[config.mk]
export PLATFORM = sky130hd
export DESIGN_NAME = multirate_frame_scheduler_flat
export DESIGN_NICKNAME = d
export VERILOG_FILES = /design/src/rtl/msched_pkg.sv /design/src/rtl/msched_if.sv /design/src/rtl/multirate_frame_scheduler.sv /design/src/flat_wrapper.sv
export SDC_FILE = /design/constraint.sdc
export NUM_CORES = 2
export LEC_CHECK = 0
export BUFFER_PORTS_ARGS = -buffer_cell sky130_fd_sc_hd__buf_4
export CELL_PAD_IN_SITES_DETAIL_PLACEMENT = 0
export CELL_PAD_IN_SITES_GLOBAL_PLACEMENT = 1
export CORE_ASPECT_RATIO = 1.5
export CORE_MARGIN = 2
export CORE_UTILIZATION = 25
export DETAILED_ROUTE_END_ITERATION = 8
export GPL_ROUTABILITY_DRIVEN = 0
export PLACE_DENSITY_LB_ADDON = 0.1
export REMOVE_ABC_BUFFERS = 1
export SYNTH_ARGS = -nofsm -noshare
export SYNTH_HDL_FRONTEND = slang
export SYNTH_SLANG_ARGS = --single-unit
[constraint.sdc]
create_clock -name clk -period 5.1 [get_ports clk]
set_clock_uncertainty 0.1 [all_clocks]
set_input_delay 0.51 -clock clk [delete_from_list [all_inputs] [get_ports clk]]
set_output_delay 0.51 -clock clk [all_outputs]
set_load 0.02 [all_outputs]
[src/rtl/msched_pkg.sv]
// Package for the multirate frame scheduler.
// Holds the configuration register map, reset values and result codes.
// No dependencies.
`default_nettype none

package msched_pkg;

    // Configuration registers are all 16 bits wide.
    localparam int CFG_W     = 16;
    localparam int NUM_CFG   = 7;
    localparam int CFG_IDX_W = 3;
    localparam int NUM_RATES = 6;
    localparam int NUM_AXES  = 3;
    localparam int NUM_SUMS  = 9;

    // Register index map of the configuration port.
    typedef enum logic [CFG_IDX_W-1:0] {
        CFG_FRAME_COUNT = 3'd0,
        CFG_DIV_FAST    = 3'd1,
        CFG_DIV_MEDIUM  = 3'd2,
        CFG_DIV_FIFTY   = 3'd3,
        CFG_DIV_TEN     = 3'd4,
        CFG_DIV_FIVE    = 3'd5,
        CFG_DIV_ONE     = 3'd6
    } cfg_idx_t;

    // Rate slots: bit position in frame_flags and divisor slot.
    localparam int RATE_FAST   = 0;
    localparam int RATE_MEDIUM = 1;
    localparam int RATE_FIFTY  = 2;
    localparam int RATE_TEN    = 3;
    localparam int RATE_FIVE   = 4;
    localparam int RATE_ONE    = 5;

    // Running and latched sum slots.
    localparam int SUM_FAST_ACCEL = 0;
    localparam int SUM_FAST_GYRO  = 3;
    localparam int SUM_SLOW_ACCEL = 6;

    // Barometer action codes.
    typedef enum logic [1:0] {
        BARO_NONE     = 2'd0,
        BARO_READ_TMP = 2'd1,
        BARO_READ_PRS = 2'd2
    } baro_action_t;

    localparam logic [CFG_W-1:0] FRAME_COUNT_RESET = 16'd1000;
    localparam logic [CFG_W-1:0] DIV_RESET [NUM_RATES] =
        '{16'd2, 16'd10, 16'd20, 16'd100, 16'd200, 16'd1000};

endpackage

`default_nettype wire

[src/rtl/msched_if.sv]
// Handshake interfaces of the multirate frame scheduler: tick requests in,
// result requests out. Uses msched_pkg for the number of rates.
`default_nettype none

interface msched_tick_if #(
    parameter int SAMPLE_BITS = 16
);
    logic                          valid;
    logic                          ready;
    logic                          run_enable;
    logic signed [SAMPLE_BITS-1:0] accel_x;
    logic signed [SAMPLE_BITS-1:0] accel_y;
    logic signed [SAMPLE_BITS-1:0] accel_z;
    logic signed [SAMPLE_BITS-1:0] gyro_roll;
    logic signed [SAMPLE_BITS-1:0] gyro_pitch;
    logic signed [SAMPLE_BITS-1:0] gyro_yaw;
    logic                          temperature_pending;

    modport source (
        output valid, run_enable, accel_x, accel_y, accel_z,
               gyro_roll, gyro_pitch, gyro_yaw, temperature_pending,
        input  ready
    );
    modport sink (
        input  valid, run_enable, accel_x, accel_y, accel_z,
               gyro_roll, gyro_pitch, gyro_yaw, temperature_pending,
        output ready
    );
endinterface

interface msched_result_if
    import msched_pkg::*;
#(
    parameter int SUM_BITS = 24
);
    logic                       valid;
    logic                       ready;
    logic [NUM_RATES-1:0]       frame_flags;
    logic [1:0]                 baro_action;
    logic                       mag_request;
    logic signed [SUM_BITS-1:0] fast_accel_x;
    logic signed [SUM_BITS-1:0] fast_accel_y;
    logic signed [SUM_BITS-1:0] fast_accel_z;
    logic signed [SUM_BITS-1:0] fast_gyro_roll;
    logic signed [SUM_BITS-1:0] fast_gyro_pitch;
    logic signed [SUM_BITS-1:0] fast_gyro_yaw;
    logic signed [SUM_BITS-1:0] slow_accel_x;
    logic signed [SUM_BITS-1:0] slow_accel_y;
    logic signed [SUM_BITS-1:0] slow_accel_z;

    modport source (
        output valid, frame_flags, baro_action, mag_request,
               fast_accel_x, fast_accel_y, fast_accel_z,
               fast_gyro_roll, fast_gyro_pitch, fast_gyro_yaw,
               slow_accel_x, slow_accel_y, slow_accel_z,
        input  ready
    );
    modport sink (
        input  valid, frame_flags, baro_action, mag_request,
               fast_accel_x, fast_accel_y, fast_accel_z,
               fast_gyro_roll, fast_gyro_pitch, fast_gyro_yaw,
               slow_accel_x, slow_accel_y, slow_accel_z,
        output ready
    );
endinterface

`default_nettype wire

[src/rtl/multirate_frame_scheduler.sv]
// Multirate frame scheduler top level: tick input register, frame and
// rate remainder update, saturating sums, and result register.
// Depends on msched_pkg and the interfaces in msched_if.sv.
//
//   channel  | dir | handshake         | payload
//   ---------+-----+-------------------+-----------------------------------
//   tick     | in  | valid / ready     | run enable, 6 samples, temp flag
//   result   | out | valid / ready     | flags, baro action, mag, 9 sums
//   cfg      | in  | cfg_write, no ack | cfg_index, cfg_data (16 bits)
//
// One tick request is taken every cycle while no result stall holds the
// input register; its result request passes through the input register,
// then the result register.
// The frame position, remainder and sum update is combinational, in the
// stage between the input register and the result register.
// Reset clears the frame position, remainders and all sums, and loads the
// configuration reset values. A stalled result holds the input register,
// which then holds tick ready low until the result is taken.
`default_nettype none

module multirate_frame_scheduler
    import msched_pkg::*;
#(
    parameter int SAMPLE_BITS  = 16,
    parameter int SUM_BITS     = 24,
    parameter int COUNTER_BITS = 16
) (
    input  wire logic                 clk,
    input  wire logic                 rst_n,
    msched_tick_if.sink               tick,
    msched_result_if.source           result,
    input  wire logic                 cfg_write,
    input  wire logic [CFG_IDX_W-1:0] cfg_index,
    input  wire logic [CFG_W-1:0]     cfg_data
);

    // Compare width covers both the counter and the 16-bit registers,
    // plus one bit for the increment.
    localparam int CMP_W = ((COUNTER_BITS > CFG_W) ? COUNTER_BITS : CFG_W) + 1;
    // Add width covers both the sample and the sum, plus a carry bit.
    localparam int ADD_W = ((SUM_BITS > SAMPLE_BITS) ? SUM_BITS : SAMPLE_BITS) + 1;
    localparam logic signed [ADD_W-1:0] SAT_HI =
        {{(ADD_W-SUM_BITS+1){1'b0}}, {(SUM_BITS-1){1'b1}}};
    localparam logic signed [ADD_W-1:0] SAT_LO =
        {{(ADD_W-SUM_BITS+1){1'b1}}, {(SUM_BITS-1){1'b0}}};

    // Configuration registers.
    logic [CFG_W-1:0] frame_count_reg;
    logic [CFG_W-1:0] div_reg [NUM_RATES];

    // Input register stage.
    logic                          in_valid_reg;
    logic                          in_run_reg;
    logic signed [SAMPLE_BITS-1:0] in_sample_reg [2*NUM_AXES];
    logic                          in_temp_reg;

    // Scheduler state.
    logic [COUNTER_BITS-1:0] frame_pos_reg, frame_pos_next;
    logic [COUNTER_BITS-1:0] rem_reg  [NUM_RATES];
    logic [COUNTER_BITS-1:0] rem_next [NUM_RATES];
    logic signed [SUM_BITS-1:0] run_sum_reg  [NUM_SUMS];
    logic signed [SUM_BITS-1:0] run_sum_next [NUM_SUMS];
    logic signed [SUM_BITS-1:0] lat_sum_reg  [NUM_SUMS];
    logic signed [SUM_BITS-1:0] lat_sum_next [NUM_SUMS];

    // Result register stage.
    logic                 out_valid_reg;
    logic [NUM_RATES-1:0] flags_reg, flags_next;
    baro_action_t         baro_reg, baro_next;
    logic                 mag_reg, mag_next;

    // Handshake control.
    logic stage_advance;
    logic tick_take;

    // Combinational helpers.
    logic [CMP_W-1:0]       pos_inc;
    logic                   wrap;
    logic [CMP_W-1:0]       eff_div [NUM_RATES];
    logic [CMP_W-1:0]       rem_inc [NUM_RATES];
    logic [CMP_W-1:0]       rem_new [NUM_RATES];
    logic signed [SAMPLE_BITS-1:0] sum_src [NUM_SUMS];
    logic signed [ADD_W-1:0] sum_wide [NUM_SUMS];
    logic signed [SUM_BITS-1:0] sum_sat [NUM_SUMS];

    // Stage 2 moves when the input register holds a tick and the result register is empty or being drained.
    assign stage_advance = in_valid_reg && (!out_valid_reg || result.ready);
    assign tick.ready    = !in_valid_reg || stage_advance;
    assign tick_take     = tick.valid && tick.ready;

    // Frame position step and wrap.
    always_comb
    begin
        pos_inc = {{(CMP_W-COUNTER_BITS){1'b0}}, frame_pos_reg} + 1'b1;
        wrap    = (pos_inc > {{(CMP_W-CFG_W){1'b0}}, frame_count_reg})
                  || pos_inc[COUNTER_BITS];
        frame_pos_next = wrap ? {{(COUNTER_BITS-1){1'b0}}, 1'b1}
                              : pos_inc[COUNTER_BITS-1:0];
    end

    // Per-rate remainders, each stepped alongside the frame position.
    always_comb
    begin
        for (int i = 0; i < NUM_RATES; i++)
        begin
            eff_div[i] = (div_reg[i] == '0) ? {{(CMP_W-1){1'b0}}, 1'b1}
                                            : {{(CMP_W-CFG_W){1'b0}}, div_reg[i]};
            rem_inc[i] = {{(CMP_W-COUNTER_BITS){1'b0}}, rem_reg[i]} + 1'b1;
            if (wrap)
                rem_new[i] = (eff_div[i] == {{(CMP_W-1){1'b0}}, 1'b1})
                             ? '0 : {{(CMP_W-1){1'b0}}, 1'b1};
            else
                rem_new[i] = (rem_inc[i] >= eff_div[i]) ? '0 : rem_inc[i];
            rem_next[i]   = rem_new[i][COUNTER_BITS-1:0];
            flags_next[i] = in_run_reg && (rem_next[i] == '0);
        end
    end

    // Magnetometer request one tick ahead of the ten boundary.
    assign mag_next = in_run_reg
        && ({{(CMP_W-COUNTER_BITS){1'b0}}, rem_next[RATE_TEN]}
            == (eff_div[RATE_TEN] - 1'b1));

    // Barometer action on the medium boundary.
    always_comb
    begin
        if (flags_next[RATE_MEDIUM])
            baro_next = in_temp_reg ? BARO_READ_PRS : BARO_READ_TMP;
        else
            baro_next = BARO_NONE;
    end

    // Saturating accumulation, then latch and clear on boundaries.
    always_comb
    begin
        for (int a = 0; a < NUM_AXES; a++)
        begin
            sum_src[SUM_FAST_ACCEL + a] = in_sample_reg[a];
            sum_src[SUM_FAST_GYRO + a]  = in_sample_reg[NUM_AXES + a];
            sum_src[SUM_SLOW_ACCEL + a] = in_sample_reg[a];
        end
        for (int s = 0; s < NUM_SUMS; s++)
        begin
            sum_wide[s] =
                {{(ADD_W-SUM_BITS){run_sum_reg[s][SUM_BITS-1]}}, run_sum_reg[s]}
                + {{(ADD_W-SAMPLE_BITS){sum_src[s][SAMPLE_BITS-1]}}, sum_src[s]};
            if (sum_wide[s] > SAT_HI)
                sum_sat[s] = SAT_HI[SUM_BITS-1:0];
            else if (sum_wide[s] < SAT_LO)
                sum_sat[s] = SAT_LO[SUM_BITS-1:0];
            else
                sum_sat[s] = sum_wide[s][SUM_BITS-1:0];
            lat_sum_next[s] = lat_sum_reg[s];
            run_sum_next[s] = sum_sat[s];
            if ((s < SUM_SLOW_ACCEL) ? flags_next[RATE_FAST] : flags_next[RATE_MEDIUM])
            begin
                lat_sum_next[s] = sum_sat[s];
                run_sum_next[s] = '0;
            end
        end
    end

    // Configuration, state and valid registers.
    always_ff @(posedge clk or negedge rst_n)
    begin
        if (!rst_n)
        begin
            frame_count_reg <= FRAME_COUNT_RESET;
            for (int i = 0; i < NUM_RATES; i++)
            begin
                div_reg[i] <= DIV_RESET[i];
                rem_reg[i] <= '0;
            end
            for (int s = 0; s < NUM_SUMS; s++)
            begin
                run_sum_reg[s] <= '0;
                lat_sum_reg[s] <= '0;
            end
            frame_pos_reg <= '0;
            in_valid_reg  <= 1'b0;
            out_valid_reg <= 1'b0;
        end
        else
        begin
            // Configuration writes; indexes past the map are ignored.
            if (cfg_write)
            begin
                case (cfg_index)
                    CFG_FRAME_COUNT: frame_count_reg      <= cfg_data;
                    CFG_DIV_FAST:    div_reg[RATE_FAST]   <= cfg_data;
                    CFG_DIV_MEDIUM:  div_reg[RATE_MEDIUM] <= cfg_data;
                    CFG_DIV_FIFTY:   div_reg[RATE_FIFTY]  <= cfg_data;
                    CFG_DIV_TEN:     div_reg[RATE_TEN]    <= cfg_data;
                    CFG_DIV_FIVE:    div_reg[RATE_FIVE]   <= cfg_data;
                    CFG_DIV_ONE:     div_reg[RATE_ONE]    <= cfg_data;
                    default:         frame_count_reg      <= frame_count_reg;
                endcase
            end

            // Input register stage.
            if (tick.ready)
                in_valid_reg <= tick.valid;

            // State update and result load happen together.
            if (stage_advance && in_run_reg)
            begin
                frame_pos_reg <= frame_pos_next;
                for (int i = 0; i < NUM_RATES; i++)
                    rem_reg[i] <= rem_next[i];
                for (int s = 0; s < NUM_SUMS; s++)
                begin
                    run_sum_reg[s] <= run_sum_next[s];
                    lat_sum_reg[s] <= lat_sum_next[s];
                end
            end

            if (stage_advance)
                out_valid_reg <= 1'b1;
            else if (result.ready)
                out_valid_reg <= 1'b0;
        end
    end

    // Payload registers need no reset.
    always_ff @(posedge clk)
    begin
        if (tick_take)
        begin
            in_run_reg       <= tick.run_enable;
            in_sample_reg[0] <= tick.accel_x;
            in_sample_reg[1] <= tick.accel_y;
            in_sample_reg[2] <= tick.accel_z;
            in_sample_reg[3] <= tick.gyro_roll;
            in_sample_reg[4] <= tick.gyro_pitch;
            in_sample_reg[5] <= tick.gyro_yaw;
            in_temp_reg      <= tick.temperature_pending;
        end
        if (stage_advance)
        begin
            flags_reg <= flags_next;
            baro_reg  <= baro_next;
            mag_reg   <= mag_next;
        end
    end

    // Latched sums only change when a new result is loaded.
    assign result.valid           = out_valid_reg;
    assign result.frame_flags     = flags_reg;
    assign result.baro_action     = baro_reg;
    assign result.mag_request     = mag_reg;
    assign result.fast_accel_x    = lat_sum_reg[SUM_FAST_ACCEL];
    assign result.fast_accel_y    = lat_sum_reg[SUM_FAST_ACCEL + 1];
    assign result.fast_accel_z    = lat_sum_reg[SUM_FAST_ACCEL + 2];
    assign result.fast_gyro_roll  = lat_sum_reg[SUM_FAST_GYRO];
    assign result.fast_gyro_pitch = lat_sum_reg[SUM_FAST_GYRO + 1];
    assign result.fast_gyro_yaw   = lat_sum_reg[SUM_FAST_GYRO + 2];
    assign result.slow_accel_x    = lat_sum_reg[SUM_SLOW_ACCEL];
    assign result.slow_accel_y    = lat_sum_reg[SUM_SLOW_ACCEL + 1];
    assign result.slow_accel_z    = lat_sum_reg[SUM_SLOW_ACCEL + 2];

endmodule

`default_nettype wire

[src/flat_wrapper.sv]
// flat-port wrapper written by rule: the top's interface ports become plain ports
module multirate_frame_scheduler_flat import msched_pkg::*;
#(
    parameter int SAMPLE_BITS  = 16,
    parameter int SUM_BITS     = 24,
    parameter int COUNTER_BITS = 16
)
  (clk, rst_n, cfg_write, cfg_index, cfg_data, tick_valid, tick_run_enable, tick_accel_x, tick_accel_y, tick_accel_z, tick_gyro_roll, tick_gyro_pitch, tick_gyro_yaw, tick_temperature_pending, tick_ready, result_valid, result_frame_flags, result_baro_action, result_mag_request, result_fast_accel_x, result_fast_accel_y, result_fast_accel_z, result_fast_gyro_roll, result_fast_gyro_pitch, result_fast_gyro_yaw, result_slow_accel_x, result_slow_accel_y, result_slow_accel_z, result_ready);
  msched_tick_if #(.SAMPLE_BITS(SAMPLE_BITS)) tick_i ();
  msched_result_if #(.SUM_BITS(SUM_BITS)) result_i ();
  input  wire logic clk;
  input  wire logic rst_n;
  input  wire logic cfg_write;
  input  wire logic [CFG_IDX_W-1:0] cfg_index;
  input  wire logic [CFG_W-1:0] cfg_data;
  input wire logic [$bits(tick_i.valid)-1:0] tick_valid;
  input wire logic [$bits(tick_i.run_enable)-1:0] tick_run_enable;
  input wire logic [$bits(tick_i.accel_x)-1:0] tick_accel_x;
  input wire logic [$bits(tick_i.accel_y)-1:0] tick_accel_y;
  input wire logic [$bits(tick_i.accel_z)-1:0] tick_accel_z;
  input wire logic [$bits(tick_i.gyro_roll)-1:0] tick_gyro_roll;
  input wire logic [$bits(tick_i.gyro_pitch)-1:0] tick_gyro_pitch;
  input wire logic [$bits(tick_i.gyro_yaw)-1:0] tick_gyro_yaw;
  input wire logic [$bits(tick_i.temperature_pending)-1:0] tick_temperature_pending;
  output wire logic [$bits(tick_i.ready)-1:0] tick_ready;
  output wire logic [$bits(result_i.valid)-1:0] result_valid;
  output wire logic [$bits(result_i.frame_flags)-1:0] result_frame_flags;
  output wire logic [$bits(result_i.baro_action)-1:0] result_baro_action;
  output wire logic [$bits(result_i.mag_request)-1:0] result_mag_request;
  output wire logic [$bits(result_i.fast_accel_x)-1:0] result_fast_accel_x;
  output wire logic [$bits(result_i.fast_accel_y)-1:0] result_fast_accel_y;
  output wire logic [$bits(result_i.fast_accel_z)-1:0] result_fast_accel_z;
  output wire logic [$bits(result_i.fast_gyro_roll)-1:0] result_fast_gyro_roll;
  output wire logic [$bits(result_i.fast_gyro_pitch)-1:0] result_fast_gyro_pitch;
  output wire logic [$bits(result_i.fast_gyro_yaw)-1:0] result_fast_gyro_yaw;
  output wire logic [$bits(result_i.slow_accel_x)-1:0] result_slow_accel_x;
  output wire logic [$bits(result_i.slow_accel_y)-1:0] result_slow_accel_y;
  output wire logic [$bits(result_i.slow_accel_z)-1:0] result_slow_accel_z;
  input wire logic [$bits(result_i.ready)-1:0] result_ready;
  assign tick_i.valid = tick_valid;
  assign tick_i.run_enable = tick_run_enable;
  assign tick_i.accel_x = tick_accel_x;
  assign tick_i.accel_y = tick_accel_y;
  assign tick_i.accel_z = tick_accel_z;
  assign tick_i.gyro_roll = tick_gyro_roll;
  assign tick_i.gyro_pitch = tick_gyro_pitch;
  assign tick_i.gyro_yaw = tick_gyro_yaw;
  assign tick_i.temperature_pending = tick_temperature_pending;
  assign tick_ready = tick_i.ready;
  assign result_valid = result_i.valid;
  assign result_frame_flags = result_i.frame_flags;
  assign result_baro_action = result_i.baro_action;
  assign result_mag_request = result_i.mag_request;
  assign result_fast_accel_x = result_i.fast_accel_x;
  assign result_fast_accel_y = result_i.fast_accel_y;
  assign result_fast_accel_z = result_i.fast_accel_z;
  assign result_fast_gyro_roll = result_i.fast_gyro_roll;
  assign result_fast_gyro_pitch = result_i.fast_gyro_pitch;
  assign result_fast_gyro_yaw = result_i.fast_gyro_yaw;
  assign result_slow_accel_x = result_i.slow_accel_x;
  assign result_slow_accel_y = result_i.slow_accel_y;
  assign result_slow_accel_z = result_i.slow_accel_z;
  assign result_i.ready = result_ready;
  multirate_frame_scheduler #(.SAMPLE_BITS(SAMPLE_BITS), .SUM_BITS(SUM_BITS), .COUNTER_BITS(COUNTER_BITS)) u_core (.clk(clk), .rst_n(rst_n), .tick(tick_i), .result(result_i), .cfg_write(cfg_write), .cfg_index(cfg_index), .cfg_data(cfg_data));
endmodule
==> flow_summary.ini <==
[cells_and_area]
fillers = 19400
final_layout_size_suffix_gt1_share_pct = 15.5
areaGrowthSynthToFinish_pct = 22.1
nets = 5815
largest_reg_flops = 216
stdcell_count = 7871

[grt]
grt_use_total_pct = 17.6
grt_pass1_wl_mm = 255
grt_pass1_vias = 39900
antenna_found_initial = 19
grt_max_degree = 122
overflow = 0

[critical_path]
r2r-start = u_core.frame_pos_reg[6]
critPathLaunchType = flip-flop
timing.rr.end = u_core.run_sum_reg[80]
r2r_setup_slack_ns = 0.27
cp.required_ns = 5.63
crit_path_max_fanout = 13
cp-end-kind = flip-flop
crit_type = reg2reg
reg2regPathDepth = 19
arrival_ns = 5.36

[floorplanning]
start_util_pct = 25.1
row_count = 193
die_h_um = 531
core_area_um2 = 184000
pin_count = 349
dieArea_um2 = 188000
die_w_um = 355

[routing]
antenna_left = 0
post_drt_wl_per_cell_um = 21.4
wl_mm = 168
drtPass1Iterations = 5
first_iter_violations = 1972
vias = 38200
via_per_inst = 4.86
drc_errors = 0

[synth]
synth-seq-cells = 765
synth.lib_cells_used.distinct = 112
seq_area_frac_synth_pct = 42.6
synth_warnings = 0
synth-simple-area-share_pct = 15.3
yosysMostFrequentCell = dfrtp_1
synth_commonest_cells = dfrtp_1 (635), nand2_1 (631), o21ai_0 (503)
netlist_instances = 4887
synth_top_cell_by_area = dfrtp_1
synth_mux_area_share_pct = 2.97
synth_top_cell_area_share_pct = 34.4
synth_area_leaders = dfrtp_1 (34%), ha_1 (9.1%), edfxtp_1 (6.9%)
synth-compound-area-share_pct = 20.3
synth-async-reset-ratio_pct = 86.0
synth-adder-area-share_pct = 9.98
synth_area_um2 = 46200
syn_avg_cell_area_um2 = 9.46
synth_top_family_by_area = compound AO/OA/AOI/OAI gates
synthFlopType = dfrtp_1
synth_xor_area_share_pct = 4.92
synth_edf_count = 107

[timing]
rsz0062_at_grt = no
slew_headroom_pct = 28.6
max_freq_ghz = 0.207
setup_viol = 0
hold_viol = 0
tns_ns = 0
setup_ws_ns = 0.273
fin_crit_ns = 4.83
worst_slew_pin_slew_ns = 1.07
finalCritPeriodShare_pct = 94.7
drv_slew = 0

[place]
port_buffers = 348
dp_hpwl_mm = 123
post-place-ws_ns = 0.138
dp.cells = 7576

[pwr]
power.density_nw_per_um2 = 610
leakage_nw = 25.5
ir_drop_v = 0.000310

[cts]
clock-sinks = 765
clock-root-buffer = clkbuf_16
clock_latency_ns = 0.70
cts_buffers = 94
clk_path_buf_depth = 3
cts_tree = built
clkSlewWorstSetupHoldPaths_ns = 0.06
htree_levels = 3

[flow_run]
cap_violations = 0

[run_status]
status = completed

[hold_path]
holdPathEnd = u_core.div_reg[81]
hp-start = cfg_data[1]
hp-class = in2reg
hold_depth = 3
==> cells by family after synthesis <==
group | count (synthesis)
and+or+nand+nor | 1461
xor gates and xnor gates | 260
DFF | 765
muxes | 121
adders and majority gates | 368
AOI/OAI and AO/OA | 1488
buffers and inverters | 424
==> critical path: stages (launching register included) <==
cell     delay, ns
dfrtp_1       0.42
nand4_1       0.14
or2_1         0.30
nor2_1        0.19
and3_1        0.19
and3_1        0.17
xor2_1        0.08
ha_1          0.30
nand3_1       0.15
nor4_2        0.37
and3_1        0.21
a31oi_1       0.04
buf_4         0.17
or2_4         0.31
o311a_2       0.52
nor2_4        0.33
buf_12        0.20
and2_1        0.13
buf_4         0.24
a22o_1        0.16
==> where the power goes <==
group | total, mW | internal (mW) | leakage, nW | switching [mW]
clock network | 7.29 | 4.30 | 1.58 | 2.99
registers | 9.58 | 8.11 | 9.43 | 1.47
logic | 17.5 | 6.92 | 14.5 | 10.6
==> routing by layer <==
layer	vias up	track usage [%]	routed length [um]
li1	18700	-	-
met1	18800	21.6	72500
met2	629	31.6	84400
met3	168	3.69	8350
met4	18	3.84	3240
met5	-	0	108
==> cells in the final DEF, fill, tap and decap left out, types with 16 or more instances in the layout <==
cell type      Yosys  routed
dlygate4sd3_1      0     109
a211o_1           18      18
o31ai_1           61      61
xor2_1            99      99
buf_4             11     444
nand2_1          631     629
mux2_2           110     110
and4_1            18      18
or3_1             26      26
a21o_1           112     112
nand4_1           41      41
and3_1            62      61
dfstp_2           23      23
clkbuf_1         136      22
dfrtp_1          635     635
nor4_1            31      31
a22o_1           113     113
a21oi_1          298     298
clkbuf_16          0      98
o211ai_1          44      44
a211oi_1          42      42
edfxtp_1         107     107
ha_1             337     337
nor3_1            72      70
nor2_1           217     216
nand2b_1          70      69
o21ai_0          503     502
maj3_1            22      22
xnor2_1          161     161
o21a_1            44      44
o21ai_1           47      48
nand3_1          107     107
a31oi_1           51      49
and2_1            36      33
nor2b_1           44      44
buf_12             0      16
clkinv_2           0      16
inv_1            216     216
==> layout make-up <==
class	count	area [um^2]	area share [%]
Clock buffer	128	2650	4.69
Timing Repair Buffer	570	4760	8.43
Antenna cell	6	15.0	0.0266
Tap cell	2437	3050	5.40
Clock inverter	49	616	1.09
Sequential cell	765	19700	34.9
Multi-Input combinational cell	3699	24800	44.0
Inverter	217	817	1.45
==> how the worst max path moves through the flow <==
| stage | depth (start not counted) | slack [ns] | endpoint | start |
|---|---|---|---|---|
| 2_1_floorplan | 6 | -2.54 | u_core.result.slow_accel_z[2] | result_ready |
| 3_3_place_gp | 18 | 0.16 | u_core.run_sum_reg[118] | u_core.frame_pos_reg[6] |
| 3_5_place_dp | 19 | 0.14 | u_core.result.slow_accel_z[3] | u_core.frame_pos_reg[6] |
| 4_1_cts | 19 | 0.12 | u_core.result.fast_accel_z[5] | u_core.frame_pos_reg[6] |
| 5_1_grt | 17 | 0.01 | u_core.result.fast_gyro_pitch[6] | u_core.frame_pos_reg[6] |
| 6_report | 19 | 0.27 | u_core.run_sum_reg[80] | u_core.frame_pos_reg[6] |
==> through the flow <==
step                power [mW]  hold slack [ns]  instance area [um^2]  utilization [%]
floorplan                 20.9            0.114                 45300                -
global placement          27.4            0.365                 52000             28.3
detailed placement        27.4            0.371                 52000             28.3
CTS                       35.1          0.00488                 56400             30.6
global route              37.3           0.0386                 56400             30.7
finish                    34.4           0.0761                 56400             30.7
==> what timing repair did <==
| action | in CTS | in global routing |
|---|---|---|
| endpoints found under the setup margin | 0 | 62 |
| hold buffers | 109 | 0 |
| buffers inserted | 0 | 2 |
| gates resized for setup | 0 | 6 |
| hold endpoints to repair | 177 | 0 |
Power figures use the tool's default switching activity.
